[src/hdl/m4inv_pkg.sv]
`default_nettype none

package m4inv_pkg;

  localparam int FRAC_BITS = 16;
  localparam int ELEM_W    = 32;
  localparam int LIMB_W    = 33;
  localparam int OPW       = 2 * LIMB_W;
  localparam int PW        = 2 * LIMB_W;
  localparam int AW        = 136;
  localparam int SH2       = 2 * FRAC_BITS;
  localparam int SH3       = 3 * FRAC_BITS;
  localparam int XW        = AW + SH2 + ELEM_W;
  localparam int NELEM     = 16;
  localparam int NMIN      = 12;
  localparam int DIV_STEPS = ELEM_W;

  localparam logic [AW-1:0]     SAT_LIM = AW'(33'h0_8000_0000);
  localparam logic [ELEM_W-1:0] OUT_MAX = 32'h7fff_ffff;
  localparam logic [ELEM_W-1:0] OUT_MIN = 32'h8000_0000;
  localparam logic [3:0]        LAST_POS   = 4'd15;
  localparam logic [3:0]        LAST_MINOR = 4'd11;

  // minor k = m[p]*m[q] - m[r]*m[s]
  localparam logic [3:0] MINOR_IDX [NMIN][4] = '{
    '{4'd0, 4'd5, 4'd1, 4'd4},    '{4'd0, 4'd6, 4'd2, 4'd4},
    '{4'd0, 4'd7, 4'd3, 4'd4},    '{4'd1, 4'd6, 4'd2, 4'd5},
    '{4'd1, 4'd7, 4'd3, 4'd5},    '{4'd2, 4'd7, 4'd3, 4'd6},
    '{4'd8, 4'd13, 4'd9, 4'd12},  '{4'd8, 4'd14, 4'd10, 4'd12},
    '{4'd8, 4'd15, 4'd11, 4'd12}, '{4'd9, 4'd14, 4'd10, 4'd13},
    '{4'd9, 4'd15, 4'd11, 4'd13}, '{4'd10, 4'd15, 4'd11, 4'd14}
  };

  // cofactor k: three terms of (element, minor, negate)
  localparam logic [3:0] COF_TERMS [NELEM][3][3] = '{
    '{'{4'd5, 4'd11, 4'd0},  '{4'd6, 4'd10, 4'd1},  '{4'd7, 4'd9, 4'd0}},
    '{'{4'd1, 4'd11, 4'd1},  '{4'd2, 4'd10, 4'd0},  '{4'd3, 4'd9, 4'd1}},
    '{'{4'd13, 4'd5, 4'd0},  '{4'd14, 4'd4, 4'd1},  '{4'd15, 4'd3, 4'd0}},
    '{'{4'd9, 4'd5, 4'd1},   '{4'd10, 4'd4, 4'd0},  '{4'd11, 4'd3, 4'd1}},
    '{'{4'd4, 4'd11, 4'd1},  '{4'd6, 4'd8, 4'd0},   '{4'd7, 4'd7, 4'd1}},
    '{'{4'd0, 4'd11, 4'd0},  '{4'd2, 4'd8, 4'd1},   '{4'd3, 4'd7, 4'd0}},
    '{'{4'd12, 4'd5, 4'd1},  '{4'd14, 4'd2, 4'd0},  '{4'd15, 4'd1, 4'd1}},
    '{'{4'd8, 4'd5, 4'd0},   '{4'd10, 4'd2, 4'd1},  '{4'd11, 4'd1, 4'd0}},
    '{'{4'd4, 4'd10, 4'd0},  '{4'd5, 4'd8, 4'd1},   '{4'd7, 4'd6, 4'd0}},
    '{'{4'd0, 4'd10, 4'd1},  '{4'd1, 4'd8, 4'd0},   '{4'd3, 4'd6, 4'd1}},
    '{'{4'd12, 4'd4, 4'd0},  '{4'd13, 4'd2, 4'd1},  '{4'd15, 4'd0, 4'd0}},
    '{'{4'd8, 4'd4, 4'd1},   '{4'd9, 4'd2, 4'd0},   '{4'd11, 4'd0, 4'd1}},
    '{'{4'd4, 4'd9, 4'd1},   '{4'd5, 4'd7, 4'd0},   '{4'd6, 4'd6, 4'd1}},
    '{'{4'd0, 4'd9, 4'd0},   '{4'd1, 4'd7, 4'd1},   '{4'd2, 4'd6, 4'd0}},
    '{'{4'd12, 4'd3, 4'd1},  '{4'd13, 4'd1, 4'd0},  '{4'd14, 4'd0, 4'd1}},
    '{'{4'd8, 4'd3, 4'd0},   '{4'd9, 4'd1, 4'd1},   '{4'd10, 4'd0, 4'd0}}
  };

  typedef enum logic [3:0] {
    S_LOAD, S_TERM, S_DRAIN, S_STORE, S_DETWAIT, S_DETCHK,
    S_DIVINIT, S_DIV, S_RES, S_OUT
  } m4inv_state_t;

  typedef enum logic [1:0] {
    PH_MINOR, PH_DET, PH_COF
  } m4inv_phase_t;

  typedef struct packed {
    logic       ld_wr;
    logic [3:0] ld_addr;
    logic [3:0] e_addr;
    logic [3:0] m_addr;
    logic       cap_a;
    logic       cap_b;
    logic       src_mn;
    logic       mul;
    logic       limb_a;
    logic       limb_b;
    logic       neg;
    logic       acc_clr;
    logic       mn_wr;
    logic [3:0] k_addr;
    logic       det_ld;
    logic       div_start;
    logic       div_init;
    logic       div_step;
    logic       res_ld;
    logic [3:0] res_pos;
    logic       res_sing;
    logic       res_last;
  } m4inv_cmd_t;

  typedef struct packed {
    logic det_zero;
  } m4inv_sts_t;

endpackage

`default_nettype wire

[src/hdl/m4inv_ctrl.sv]
`default_nettype none

module m4inv_ctrl import m4inv_pkg::*; (
  input  logic       clk,
  input  logic       rst_n,
  input  logic       in_valid,
  output logic       in_stall,
  output logic       out_valid,
  input  logic       out_stall,
  input  m4inv_sts_t sts,
  output m4inv_cmd_t cmd
);

  m4inv_state_t state_r, state_nxt;
  m4inv_phase_t ph_r, ph_nxt;
  logic [3:0] cnt_r, cnt_nxt;
  logic [3:0] k_r, k_nxt;
  logic [2:0] j_r, j_nxt;
  logic [2:0] s_r, s_nxt;
  logic [4:0] dcnt_r, dcnt_nxt;

  // term descriptor
  logic       a_mn, b_mn, t_neg;
  logic [3:0] a_idx, b_idx;
  logic [2:0] j_last;
  logic [2:0] sm;

  always_comb begin
    a_mn   = 1'b0;
    b_mn   = 1'b0;
    a_idx  = '0;
    b_idx  = '0;
    t_neg  = 1'b0;
    j_last = 3'd0;
    case (ph_r)
      PH_MINOR: begin
        a_idx  = MINOR_IDX[k_r][{j_r[0], 1'b0}];
        b_idx  = MINOR_IDX[k_r][{j_r[0], 1'b1}];
        t_neg  = j_r[0];
        j_last = 3'd1;
      end
      PH_DET: begin
        a_mn   = 1'b1;
        b_mn   = 1'b1;
        a_idx  = {1'b0, j_r};
        b_idx  = LAST_MINOR - {1'b0, j_r};
        t_neg  = (j_r == 3'd1) || (j_r == 3'd4);
        j_last = 3'd5;
      end
      PH_COF: begin
        b_mn   = 1'b1;
        a_idx  = COF_TERMS[k_r][j_r[1:0]][0];
        b_idx  = COF_TERMS[k_r][j_r[1:0]][1];
        t_neg  = COF_TERMS[k_r][j_r[1:0]][2][0];
        j_last = 3'd2;
      end
      default: begin
        j_last = 3'd0;
      end
    endcase
  end

  assign sm = s_r - 3'd3;

  always_ff @(posedge clk) begin
    if (!rst_n) begin
      state_r <= S_LOAD;
      ph_r    <= PH_MINOR;
      cnt_r   <= '0;
      k_r     <= '0;
      j_r     <= '0;
      s_r     <= '0;
      dcnt_r  <= '0;
    end else begin
      state_r <= state_nxt;
      ph_r    <= ph_nxt;
      cnt_r   <= cnt_nxt;
      k_r     <= k_nxt;
      j_r     <= j_nxt;
      s_r     <= s_nxt;
      dcnt_r  <= dcnt_nxt;
    end
  end

  always_comb begin
    state_nxt = state_r;
    ph_nxt    = ph_r;
    cnt_nxt   = cnt_r;
    k_nxt     = k_r;
    j_nxt     = j_r;
    s_nxt     = s_r;
    dcnt_nxt  = dcnt_r;
    cmd       = '0;
    in_stall  = 1'b1;
    out_valid = 1'b0;
    case (state_r)
      S_LOAD: begin
        in_stall = 1'b0;
        if (in_valid) begin
          cmd.ld_wr   = 1'b1;
          cmd.ld_addr = cnt_r;
          cnt_nxt     = cnt_r + 4'd1;
          if (cnt_r == LAST_POS) begin
            state_nxt = S_TERM;
          end
        end
      end
      S_TERM: begin
        case (s_r)
          3'd0: begin
            cmd.e_addr  = a_idx;
            cmd.m_addr  = a_idx;
            cmd.acc_clr = (j_r == 3'd0);
          end
          3'd1: begin
            cmd.e_addr = b_idx;
            cmd.m_addr = b_idx;
            cmd.cap_a  = 1'b1;
            cmd.src_mn = a_mn;
          end
          3'd2: begin
            cmd.cap_b  = 1'b1;
            cmd.src_mn = b_mn;
          end
          default: begin
            cmd.mul    = 1'b1;
            cmd.limb_a = sm[1];
            cmd.limb_b = sm[0];
            cmd.neg    = t_neg;
          end
        endcase
        if (s_r == 3'd6) begin
          s_nxt = '0;
          if (j_r == j_last) begin
            j_nxt     = '0;
            state_nxt = S_DRAIN;
          end else begin
            j_nxt = j_r + 3'd1;
          end
        end else begin
          s_nxt = s_r + 3'd1;
        end
      end
      S_DRAIN: begin
        state_nxt = S_STORE;
      end
      S_STORE: begin
        case (ph_r)
          PH_MINOR: begin
            cmd.mn_wr  = 1'b1;
            cmd.k_addr = k_r;
            state_nxt  = S_TERM;
            if (k_r == LAST_MINOR) begin
              ph_nxt = PH_DET;
              k_nxt  = '0;
            end else begin
              k_nxt = k_r + 4'd1;
            end
          end
          PH_DET: begin
            cmd.det_ld = 1'b1;
            state_nxt  = S_DETWAIT;
          end
          default: begin
            cmd.div_start = 1'b1;
            state_nxt     = S_DIVINIT;
          end
        endcase
      end
      S_DETWAIT: begin
        state_nxt = S_DETCHK;
      end
      S_DETCHK: begin
        if (sts.det_zero) begin
          cmd.res_ld   = 1'b1;
          cmd.res_sing = 1'b1;
          cmd.res_last = 1'b1;
          state_nxt    = S_OUT;
        end else begin
          ph_nxt    = PH_COF;
          k_nxt     = '0;
          state_nxt = S_TERM;
        end
      end
      S_DIVINIT: begin
        cmd.div_init = 1'b1;
        dcnt_nxt     = '0;
        state_nxt    = S_DIV;
      end
      S_DIV: begin
        cmd.div_step = 1'b1;
        dcnt_nxt     = dcnt_r + 5'd1;
        if (dcnt_r == 5'(DIV_STEPS - 1)) begin
          state_nxt = S_RES;
        end
      end
      S_RES: begin
        cmd.res_ld   = 1'b1;
        cmd.res_pos  = k_r;
        cmd.res_last = (k_r == LAST_POS);
        state_nxt    = S_OUT;
      end
      S_OUT: begin
        out_valid = 1'b1;
        if (!out_stall) begin
          if ((ph_r != PH_COF) || (k_r == LAST_POS)) begin
            ph_nxt    = PH_MINOR;
            k_nxt     = '0;
            state_nxt = S_LOAD;
          end else begin
            k_nxt     = k_r + 4'd1;
            state_nxt = S_TERM;
          end
        end
      end
      default: begin
        state_nxt = S_LOAD;
      end
    endcase
  end

endmodule

`default_nettype wire

[config.mk]
export PLATFORM = sky130hd
export DESIGN_NAME = m4inv_ctrl
export DESIGN_NICKNAME = d
export VERILOG_FILES = /design/src/hdl/m4inv_pkg.sv /design/src/hdl/m4inv_ctrl.sv
export SDC_FILE = /design/constraint.sdc
export NUM_CORES = 1
export LEC_CHECK = 0
export ABC_AREA = 1
export BUFFER_PORTS_ARGS = -buffer_cell sky130_fd_sc_hd__buf_2
export CELL_PAD_IN_SITES_DETAIL_PLACEMENT = 0
export CELL_PAD_IN_SITES_GLOBAL_PLACEMENT = 1
export CORE_MARGIN = 10
export CORE_UTILIZATION = 35
export CTS_CLUSTER_SIZE = 20
export DETAILED_ROUTE_END_ITERATION = 7
export HOLD_SLACK_MARGIN = 0.03
export PLACE_DENSITY = 0.89
export SYNTH_ARGS = -nofsm -noshare
export SYNTH_HDL_FRONTEND = slang
export SYNTH_SLANG_ARGS = --single-unit
[constraint.sdc]
create_clock -name clk -period 1.6 [get_ports clk]
set_input_delay 0 -clock clk [delete_from_list [all_inputs] [get_ports clk]]
set_output_delay 0 -clock clk [all_outputs]
set_load 0.03 [all_outputs]
==> Flow_metrics.wiki, run 1 <==
{| class="wikitable"
! Metric !! Value
|-
| First-pass DRT Iterations || 4
|-
| Last weighted congestion value of the routability-driven placer || 0.900
|-
| Setup crit start kind || register
|-
| Result of the run || finished, violations left
|-
| Wire length of the first global-routing pass || 12000 um
|-
| Via-to-Cell Ratio || 5.04
|-
| Count of flip-flops with a built-in enable after synthesis || 0
|-
| Sequential cell area fraction in the yosys report || between 20% and 30%
|-
| PwrDens || 878 nW/um2
|-
| Total design power || roughly 0.0033 W
|-
| Die height || 103 um
|-
| Number of buffers inserted during clock tree synthesis || 3
|-
| Total of buffers placed on input and output ports || 43
|-
| R2R Path End || state_r[0]
|-
| CP Buf/Inv Count || 3
|-
| Count of nets after finishing || roughly 510
|-
| Critical Path Stages || 13
|-
| Total number of clock tree sinks || 25
|-
| Number of diodes added for antenna fixing || 0
|-
| Setup slack after layout || -0.191 ns
|-
| Number of rows in the core area || 30
|-
| WL final || 7610 um
|-
| Number of antenna violations at the first check in global routing || 0
|-
| Area taken by flip-flops and latches || 543 um2
|-
| Global-route total usage across every layer || 13.8%
|-
| Dominant cell type by count on the critical path || nand2_1
|-
| Detailed-placement wirelength estimate || just under 6000 um
|-
| Synthesized area per cell || 6.18 um2
|-
| Violations in the final reports || negative setup slack
|-
| Pin count of the biggest net entering global routing || 17
|-
| Most common library cell in the layout ignoring fill and taps || nand2_1
|-
| Worst-case clock skew || 0.0101 ns
|-
| Maximum fanout count along the critical path || 6
|-
| Clock root buffer || clkbuf_8
|-
| Combined area of the multi-input logic cells || 2000 um2
|-
| Nature of the critical path endpoint || primary output
|-
| Maximum clock rate || between 500 and 600 MHz
|-
| Distinct cell type count after synthesis || 37
|-
| Count of pins over their slew limit || 0
|-
| Die X-Extent || 103 um
|-
| Core area || between 6000 and 7000 um2
|-
| CTS tree || yes
|-
| Type of the most critical hold path || primary input to register
|-
| CP arrival || 1.79 ns
|-
| Number of nets in the synthesized netlist || 420
|-
| Worst Reg2Reg Path Length in Cells || 10
|-
| Initial core utilization || 35.8%
|-
| Clk Latency, worst-skew pair || ~0.28 ns
|-
| Slew of the pin with the lowest slew margin || ~0.35 ns
|-
| Remaining global-route overflow || 0
|-
| Slowest cell on crit path || dfxtp_4
|-
| Area of placed instances || 3090 um2
|-
| Slew margin rel. || between 70% and 80%
|-
| Post-detailed-route DRC marker count || 0
|-
| Final hold vios || 0
|-
| Final design instance area without fill || around 3700 um2
|-
| Slowest cell delay on critical path || between 0.4 and 0.5 ns
|-
| Commonest cells after routing, fill and taps aside || nand2_1, buf_4, inv_1
|-
| Yosys warning count || 0
|-
| Summed instance area of the synthesized netlist || 2400 um2
|-
| Max H-tree Level || 1
|-
| Drt first-iter violations || 152
|-
| Number of register bits inferred by synthesis || 25
|-
| Post-layout min period || ~1.8 ns
|-
| Fraction of registers with async set or reset after synthesis || 0%
|-
| Final setup vio count || 13
|-
| Type of the setup path with the least slack || register to primary output
|-
| Cell breakdown of the critical path || inv_6 > ha_4 > inv_2 > nand2_2 > nand2_1 > nand2_1 > nand2_1 > nand2_1 > nand2_1 > nand2_1 > nand2_2 > a21oi_4 > buf_6
|-
| Maximum count of clock buffers along a single path || 2
|-
| Cells after synthesis || 389
|-
| Critical Path Start || k_r[1]
|-
| Area growth from synthesis to final layout || 54.3%
|-
| Data required time at the worst endpoint || around 1.6 ns
|-
| Count of fill cells added during filler insertion || 629
|-
| Share of final-layout standard cells stronger than drive strength 1 || between 40% and 50%
|-
| Number of placed I/O pins || 44
|-
| Aggregate negative setup slack || -1.38 ns
|-
| End point of the critical path || cmd[25]
|-
| Max_cap viols || 0
|-
| Period utilization || 112%
|-
| Worst r2r src || ph_r[0]
|-
| Floorplan die area || 10600 um2
|-
| Dominant synthesized flop cell || dfxtp_1
|-
| Post-CTS clock slew at the launch and capture registers of the worst setup and hold paths || around 0.10 ns
|-
| Setup repair after global routing missed its margin || true
|-
| Residual antenna-violating net count after detailed routing || 0
|-
| Inst Count DP || about 540
|-
| P_leak || 1.66 nW
|-
| Reg2reg setup slack || -0.05 ns
|-
| Via count of the first global-routing pass || 2636
|-
| Largest vdd supply drop || roughly 0.58 mV
|-
| Total number of vias || about 2.8k
|-
| Total of hold buffers inserted after clock tree synthesis || 0
|-
| CP top delay family || simple AND/OR/NAND/NOR gates
|-
| Post-detailed-route wirelength per cell || ~14 um
|-
| Count of placed standard cells in the final layout, fillers left out || roughly 560
|}
[flip-flops by register name, indices dropped and copies added (netlist names)]
signal / flops
dcnt_r: 5
cnt_r: 4
k_r: 4
state_r: 4
j_r: 3
s_r: 3
ph_r: 2
[Yosys cell counts (2+ instances only)]
cell type   n  area share (%)
o211ai_1    2            0.62
xor2_1      3             1.1
o21ai_1     4            0.83
nor3_1      2            0.42
a21oi_1    31             6.5
a31oi_1     3            0.78
a32oi_1     2            0.73
nand2_1    94              15
nor2_2      4             1.0
dfxtp_1    25              21
ha_1       26              14
nand2_2     4             1.0
nand3_1    22             4.6
nand4_1     5             1.3
clkbuf_1    2            0.31
inv_1      49             7.7
clkinv_1    2            0.31
or2_2       3            0.78
nor2_4      4             1.9
o21ai_0    23             4.8
buf_2       5             1.0
buf_4       4             1.3
o21bai_1    2            0.62
inv_2       9             1.4
nor2_1     47             7.3
[tightest hold or removal path, cell delays in order]
cell and delay [ns]:
buf_2 0.10, clkinv_1 0.20, a21oi_2 0.05
[report_power, final]
part / total [W] / leakage, nW / switching (W) / internal (W)
registers: 0.000842 / 0.212 / 0.000121 / 0.000721
clock network: 0.000405 / 0.0217 / 0.000228 / 0.000177
logic: 0.00201 / 1.42 / 0.00129 / 0.000716
total: 0.00326 / 1.66 / 0.00164 / 0.00161
[metal layers]
| layer | GRT usage [%] | vias to the layer above | wire length [um] |
|---|---|---|---|
| li1 | - | 1437 | - |
| met1 | 17.1 | 1291 | 3490 |
| met2 | 23.9 | 71 | 3690 |
| met3 | 2.41 | 10 | 333 |
| met4 | 3.53 | 0 | 87 |
| met5 | 0 | - | 0 |
[cell families (layout without fill, tap and decap cells)]
group	Yosys count	after routing	share of synthesized area, %
AND/OR/NAND/NOR	190	191	35.3
AO/OA/AOI/OAI	73	73	16.9
buffers and inverters	71	158	12.0
adder cells (fa/ha/maj)	26	26	13.5
flip-flops	25	25	20.8
XOR/XNOR	4	4	1.46
[worst min-delay path by stage]
stage | start | end | cells after the start
2_1_floorplan | in_valid | cmd[36] | 2
5_1_grt | rst_n | ph_r[0] | 3
3_5_place_dp | sts | cmd[1] | 4
6_report | rst_n | ph_r[1] | 3
4_1_cts | rst_n | k_r[1] | 3
3_3_place_gp | sts | cmd[1] | 4
[through the flow]
step	utilization, %	hold WS, ns	worst slack, ns
detailed placement	46.0	0.380	-0.107
global placement	46.0	0.379	-0.0411
floorplan	-	0.141	-0.107
CTS	52.0	0.106	-0.177
global route	55.2	0.134	-0.288
finish	55.2	0.119	-0.191
[layout make-up]
type                       count  share of cell area [%]
multi-input combinational    294                    54.0
timing repair buffer          94                    20.6
sequential                    25                    14.6
inverter                      60                    6.75
tap                           80                    2.70
clock buffer                   3                    1.11
clock inverter                 1                   0.202
[repair_timing]
action | CTS | global route
resized for setup | 98 | 66
hold endpoints to repair | 0 | 0
setup endpoints to repair | 28 | 31
pin swaps | 9 | 16
buffers inserted | 7 | 3
cloned | 0 | 1
(Power assumes the default switching activity.)
==> run 2: changes to the inputs <==
--- a/config.mk
+++ b/config.mk
@@ -6,15 +6,16 @@
 export NUM_CORES = 1
 export LEC_CHECK = 0
 export ABC_AREA = 1
-export BUFFER_PORTS_ARGS = -buffer_cell sky130_fd_sc_hd__buf_2
 export CELL_PAD_IN_SITES_DETAIL_PLACEMENT = 0
 export CELL_PAD_IN_SITES_GLOBAL_PLACEMENT = 1
 export CORE_MARGIN = 10
-export CORE_UTILIZATION = 35
+export CORE_UTILIZATION = 40
 export CTS_CLUSTER_SIZE = 20
 export DETAILED_ROUTE_END_ITERATION = 7
+export DONT_BUFFER_PORTS = 1
 export HOLD_SLACK_MARGIN = 0.03
-export PLACE_DENSITY = 0.89
+export PLACE_DENSITY = 0.88
+export SKIP_CTS_REPAIR_TIMING = 1
 export SYNTH_ARGS = -nofsm -noshare
 export SYNTH_HDL_FRONTEND = slang
 export SYNTH_SLANG_ARGS = --single-unit
==> run 2 against run 1 <==
Compared with the run above:
- the flow still finishes with violations (negative setup slack)
- flip-flop and latch count did not move
- core utilization rose by 5.9 points
- die area fell by 10%
- clock skew fell by 0.0056 ns
- worst hold slack got worse by 0.035 ns
- combinational power rose by 6%
==> Flow_metrics.wiki, run 2 (synthesis gave the netlist of run 1 again) <==
{| class="wikitable"
! Metric !! Value
|-
| Post-detailed-route wirelength per cell || 14.1 um (+3.1%)
|-
| Area growth from synthesis to final layout || 49.5%
|-
| Slowest cell delay on critical path || 0.40 ns (about the same)
|-
| Worst-case clock skew || 0.00452 ns (-0.00558 ns)
|-
| Sw Ratio || 48.9% (-1.5 points)
|-
| Period utilization || 116% (+4.5 points)
|-
| Number of diodes added for antenna fixing || 0 (unchanged)
|-
| Residual antenna-violating net count after detailed routing || 0 (unchanged)
|-
| Maximum clock rate || 537 MHz (-3.8%)
|-
| WL final || 7630 um (+0.34%)
|-
| Setup repair after global routing missed its margin || true
|-
| Violations in the final reports || negative setup slack
|-
| Floorplan die area || 9510 um2 (-10%)
|-
| Max H-tree Level || 1 (unchanged)
|-
| Slowest cell on crit path || dfxtp_4
|-
| Total design power || 0.00337 W (+3.4%)
|-
| Drt first-iter violations || 157 (+3.3%)
|-
| Clock root buffer || clkbuf_8
|-
| PwrDens || 937 nW/um2 (+6.7%)
|-
| First-pass DRT Iterations || 5 (+1)
|-
| Setup slack after layout || -0.262 ns (-0.0715 ns)
|-
| Share of final-layout standard cells stronger than drive strength 1 || 42.0% (-4.4 points)
|-
| Die height || 97.5 um (-5.2%)
|-
| CP Buf/Inv Count || 3 (unchanged)
|-
| Part of the total power dissipated in the clock network || 11.6% (-0.8 points)
|-
| Post-CTS clock slew at the launch and capture registers of the worst setup and hold paths || 0.09 ns (about the same)
|-
| Aggregate negative setup slack || -1.79 ns (-0.405 ns)
|-
| Remaining global-route overflow || 0 (unchanged)
|-
| Maximum fanout count along the critical path || 7 (+1)
|-
| CTS tree || yes
|-
| Cell breakdown of the critical path || inv_8 > buf_4 > ha_1 > nor2_1 > o21ai_1 > nand3_1 > nand3_2 > nand2_2 > a21oi_4 > buf_12
|-
| Wire length of the first global-routing pass || 11900 um (-0.69%)
|-
| Pin count of the biggest net entering global routing || 18 (+1)
|-
| Internal Pwr Total || 0.00172 W (+6.6%)
|-
| Flop pwr share || 25.2% (-0.7 points)
|-
| Reg2reg setup slack || -0.05 ns (about the same)
|-
| Area of placed instances || 3090 um2 (-0.12%)
|-
| Total number of vias || 2793 (-0.57%)
|-
| Via-to-Cell Ratio || 5.15 (+2.2%)
|-
| Largest vdd supply drop || 1.21 mV (+110%)
|-
| Type of the setup path with the least slack || register to primary output
|-
| Most common library cell in the layout ignoring fill and taps || nand2_1
|-
| Maximum count of clock buffers along a single path || 2 (unchanged)
|-
| Data required time at the worst endpoint || 1.60 ns (about the same)
|-
| Most flops, register || dcnt_r
|-
| Core area || 5890 um2 (-12%)
|-
| Detailed-placement wirelength estimate || 5530 um (-4.1%)
|-
| Via count of the first global-routing pass || 2697 (+2.3%)
|-
| Total number of clock tree sinks || 25 (unchanged)
|-
| Setup crit start kind || register
|-
| Total of buffers placed on input and output ports || 0 (-100%)
|-
| Post-detailed-route DRC marker count || 0 (unchanged)
|-
| Number of placed I/O pins || 44 (unchanged)
|-
| P_sw || 0.00165 W (+0.21%)
|-
| Type of the most critical hold path || primary input to register
|-
| Number of rows in the core area || 28 (-6.7%)
|-
| Clk Latency, worst-skew pair || 0.27 ns (about the same)
|-
| Combinational power share || 63.2% (+1.5 points)
|-
| Post-layout min period || 1.86 ns (+0.0715 ns)
|-
| Number of antenna violations at the first check in global routing || 0 (unchanged)
|-
| Global-route total usage across every layer || 14.1% (+0.34 points)
|-
| Commonest cells after routing, fill and taps aside || nand2_1, buf_4, inv_1
|-
| Number of buffers inserted during clock tree synthesis || 3 (unchanged)
|-
| Die X-Extent || 97.5 um (-5.2%)
|-
| Largest register FFs || 5 (unchanged)
|-
| CP top delay family || simple AND/OR/NAND/NOR gates
|-
| Final setup vio count || 15 (+2)
|-
| Final hold vios || 0 (unchanged)
|-
| Result of the run || finished, violations left
|-
| Slew of the pin with the lowest slew margin || 0.620 ns (+0.270 ns)
|-
| Slew margin rel. || 58.5% (-18 points)
|-
| Final design instance area without fill || 3590 um2 (-3.1%)
|-
| CP arrival || 1.86 ns (+0.07 ns)
|-
| Initial core utilization || 40.8% (+5.1 points)
|-
| Count of pins over their slew limit || 0 (unchanged)
|-
| P_leak || 1.60 nW (-3.6%)
|-
| Count of nets after finishing || 499 (-2.0%)
|-
| Hold Worst Slack || 0.0842 ns (-0.0347 ns)
|-
| Max_cap viols || 0 (unchanged)
|-
| Last weighted congestion value of the routability-driven placer || 0.902 (+0.14%)
|-
| Nature of the critical path endpoint || primary output
|}
-- run 2: cell types whose count changed in the layout (fill, tap and decap cells not counted), sizes merged --
cell / change
buf: -10
inv: -2
clkbuf: +1
clkinvlp: +1
dlygate4sd3: +1
nor2: -1
-- run 2: path summary, 6_finish.rpt --
| kind | from | end | cells past startpoint |
|---|---|---|---|
| min reg2reg | dcnt_r[4] | dcnt_r[4] | 2 |
| max reg2reg | ph_r[1] | state_r[0] | 10 |
| min | in_valid | state_r[0] | 4 |
| max | k_r[1] | cmd[30] | 10 |
-- run 2: power groups by stage --
stage,combinational (W),clock (W),sequential (W)
6_report,0.00213,0.000391,0.000848
5_1_grt,0.00233,0.000417,0.000859
4_1_cts,0.00169,0.000401,0.000815
3_5_place_dp,0.00169,0,0.000827
3_3_place_gp,0.00167,0,0.000828
2_1_floorplan,0.00125,0,0.000811
-- run 2: stage by stage --
step / std cells / setup WS [ns] / util, %
floorplan: 389 / -0.107 / -
global placement: 518 / -0.0193 / 52.4
detailed placement: 518 / -0.118 / 52.4
CTS: 522 / -0.372 / 53.2
global route: 542 / -0.316 / 61.0
finish: 542 / -0.262 / 61.0
-- run 2: worst min-delay path, cell delays in order --
cell     delay [ns]
nand4_1        0.09
nand3_1        0.11
nand2_1        0.08
nor2_1         0.04
-- run 2: per-layer routing --
layer	global-route usage [%]	share of wire, %	vias up
li1	-	-	1409
met1	17.0	43	1262
met2	24.5	49	99
met3	2.56	5.5	23
met4	4.25	2.3	0
met5	0	0	-
-- run 2: area by class of cell --
class	count	area, um2
tap	75	93.8
timing repair buffer	85	753
multi-input combinational	293	1920
sequential	25	533
clock buffer	4	45.0
inverter	60	248
fill	516	2290
==> run 3: changes to the inputs <==
--- a/config.mk
+++ b/config.mk
@@ -9,12 +9,12 @@
 export CELL_PAD_IN_SITES_DETAIL_PLACEMENT = 0
 export CELL_PAD_IN_SITES_GLOBAL_PLACEMENT = 1
 export CORE_MARGIN = 10
-export CORE_UTILIZATION = 40
+export CORE_UTILIZATION = 38
 export CTS_CLUSTER_SIZE = 20
 export DETAILED_ROUTE_END_ITERATION = 7
 export DONT_BUFFER_PORTS = 1
 export HOLD_SLACK_MARGIN = 0.03
-export PLACE_DENSITY = 0.88
+export PLACE_DENSITY = 0.81
 export SKIP_CTS_REPAIR_TIMING = 1
 export SYNTH_ARGS = -nofsm -noshare
 export SYNTH_HDL_FRONTEND = slang
==> run 3 against run 2 <==
Compared with the run above:
- the run still ends with negative setup slack left
- worst setup slack improved by 0.041 ns
- register-to-register slack better by 0.09 ns
- clock skew is 0.0010 ns lower
- flip-flop and latch count is the same
- core utilization grew 2.5 points
- largest power group unchanged
- largest cell class unchanged
==> Flow_metrics.wiki, run 3 (synthesis gave the netlist of run 1 again) <==
{| class="wikitable"
! Metric !! Value
|-
| Maximum clock rate || 549 MHz (+2.3%)
|-
| Number of antenna violations at the first check in global routing || 0 (unchanged)
|-
| Residual antenna-violating net count after detailed routing || 0 (unchanged)
|-
| Reg2reg setup slack || 0.04 ns (+0.09 ns)
|-
| Count of pins over their slew limit || 0 (unchanged)
|-
| Post-layout min period || 1.82 ns (-0.0411 ns)
|-
| Setup crit start kind || register
|-
| Count of nets after finishing || 504 (+1.0%)
|-
| Initial core utilization || 39.9% (-0.95 points)
|-
| Data required time at the worst endpoint || 1.60 ns (about the same)
|-
| CTS tree || yes
|-
| P_leak || 1.65 nW (+3.5%)
|-
| Final hold vios || 0 (unchanged)
|-
| Via count of the first global-routing pass || 2640 (-2.1%)
|-
| Die X-Extent || 99.5 um (+2.1%)
|-
| Total number of vias || 2778 (-0.54%)
|-
| Most common library cell in the layout ignoring fill and taps || nand2_1
|-
| Slowest cell delay on critical path || 0.39 ns (about the same)
|-
| Dominant cell type by count on the critical path || nand2_1
|-
| Die height || 99.5 um (+2.1%)
|-
| Clk Latency, worst-skew pair || 0.28 ns (about the same)
|-
| PwrDens || 896 nW/um2 (-4.4%)
|-
| Largest vdd supply drop || 1.39 mV (+15%)
|-
| Wire length of the first global-routing pass || 11600 um (-2.9%)
|-
| Slowest cell on crit path || dfxtp_4
|-
| Number of diodes added for antenna fixing || 0 (unchanged)
|-
| Nature of the critical path endpoint || primary output
|-
| Cell breakdown of the critical path || buf_6 > ha_1 > inv_1 > nand2_1 > nand2_1 > nand2_1 > nand2_1 > nor2_1 > nand2_1 > nand2_2 > a21oi_4 > buf_12
|-
| Remaining global-route overflow || 0 (unchanged)
|-
| Setup slack after layout || -0.221 ns (+0.0411 ns)
|-
| Total number of clock tree sinks || 25 (unchanged)
|-
| CP Buf/Inv Count || 3 (unchanged)
|-
| Type of the setup path with the least slack || register to primary output
|-
| Final setup vio count || 11 (-4)
|-
| Maximum count of clock buffers along a single path || 2 (unchanged)
|-
| Slew margin rel. || 56.4% (-2.1 points)
|-
| Last weighted congestion value of the routability-driven placer || 0.867 (-3.8%)
|-
| Placement-stage worst setup slack || -0.0597 ns (+0.0585 ns)
|-
| Maximum fanout count along the critical path || 4 (-3)
|-
| Worst-case clock skew || 0.00348 ns (-0.00104 ns)
|-
| Total of buffers placed on input and output ports || 0 (unchanged)
|-
| CP top delay family || simple AND/OR/NAND/NOR gates
|-
| Commonest cells after routing, fill and taps aside || nand2_1, buf_4, inv_1
|-
| Global-route total usage across every layer || 13.4% (-0.66 points)
|-
| Largest register FFs || 5 (unchanged)
|-
| Pin count of the biggest net entering global routing || 18 (unchanged)
|-
| Result of the run || finished, violations left
|-
| Share of final-layout standard cells stronger than drive strength 1 || 47.2% (+5.3 points)
|-
| First-pass DRT Iterations || 5 (unchanged)
|-
| Area growth from synthesis to final layout || 59.4%
|-
| Violations in the final reports || negative setup slack
|-
| Total design power || 0.00343 W (+2.0%)
|-
| Post-CTS clock slew at the launch and capture registers of the worst setup and hold paths || 0.09 ns (about the same)
|-
| Type of the most critical hold path || primary input to register
|-
| WL final || 7940 um (+4.0%)
|-
| Number of buffers inserted during clock tree synthesis || 3 (unchanged)
|-
| Post-detailed-route wirelength per cell || 14.5 um (+3.0%)
|-
| Most flops, register || dcnt_r
|-
| Via-to-Cell Ratio || 5.08 (-1.4%)
|-
| Setup repair after global routing missed its margin || true
|-
| Worst r2r src || k_r[0]
|-
| Floorplan die area || 9900 um2 (+4.2%)
|-
| Period utilization || 114% (-2.6 points)
|-
| Max_cap viols || 0 (unchanged)
|-
| Worst min-delay path startpoint || in_valid
|-
| Drt first-iter violations || 110 (-30%)
|-
| Max H-tree Level || 1 (unchanged)
|-
| Post-detailed-route DRC marker count || 0 (unchanged)
|-
| Aggregate negative setup slack || -1.48 ns (+0.312 ns)
|-
| Number of placed I/O pins || 44 (unchanged)
|-
| Slew of the pin with the lowest slew margin || 0.652 ns (+0.0314 ns)
|-
| Detailed-placement wirelength estimate || 5580 um (+0.92%)
|-
| Number of rows in the core area || 28 (unchanged)
|-
| Critical Path Start || k_r[1]
|-
| Core area || 6030 um2 (+2.4%)
|-
| CP arrival || 1.82 ns (-0.04 ns)
|-
| Clock root buffer || clkbuf_8
|}
[run 3: per-layer routing]
layer | wire (um) | GRT usage (%) | vias to the layer above
met4 | 147 | 3.64 | 0
met5 | 0 | 0 | -
met2 | 4120 | 24.8 | 61
li1 | - | - | 1424
met1 | 3370 | 15.6 | 1279
met3 | 302 | 1.94 | 14
[run 3: where the power goes]
part / total, W / internal (W) / leakage (nW) / switching [W]
registers: 0.000850 / 0.000723 / 0.212 / 0.000127
logic: 0.00219 / 0.000838 / 1.41 / 0.00135
clock network: 0.000395 / 0.000175 / 0.0255 / 0.000220
[run 3: final timing paths]
path	endpoint	depth (start not counted)
hold / removal	state_r[0]	4
setup / recovery	cmd[25]	12
hold reg to reg	dcnt_r[4]	2
setup reg to reg	k_r[2]	10
[run 3: per-stage QoR]
stage / util, % / instances / hold slack, ns / area (um2)
final: 63.6 / 547 / 0.0664 / 3830
after global routing: 63.6 / 547 / 0.0897 / 3830
after CTS: 52.6 / 527 / -0.181 / 3170
after detailed placement: 51.8 / 523 / 0.114 / 3120
after global placement: 51.8 / 523 / 0.104 / 3120
after floorplan: - / 389 / 0.141 / 2520
[run 3: final cells by class]
class,instances,area [um2]
fillers,522,2200
inverters,60,256
multi-input cells,293,2090
well taps,75,93.8
flip-flops and latches,25,541
clock inverters,1,5.00
repair buffers,90,806
clock buffers,3,41.3
[run 3: worst reg2reg max path, cell delays in order, from the launching register on]
cell and delay, ns:
dfxtp_4 0.39, ha_4 0.19, nand2_1 0.09, inv_1 0.04
nand2_1 0.08, nand2_1 0.08, nor2_2 0.17, inv_1 0.11
o21ai_2 0.10, nand3_1 0.10, a21oi_1 0.15
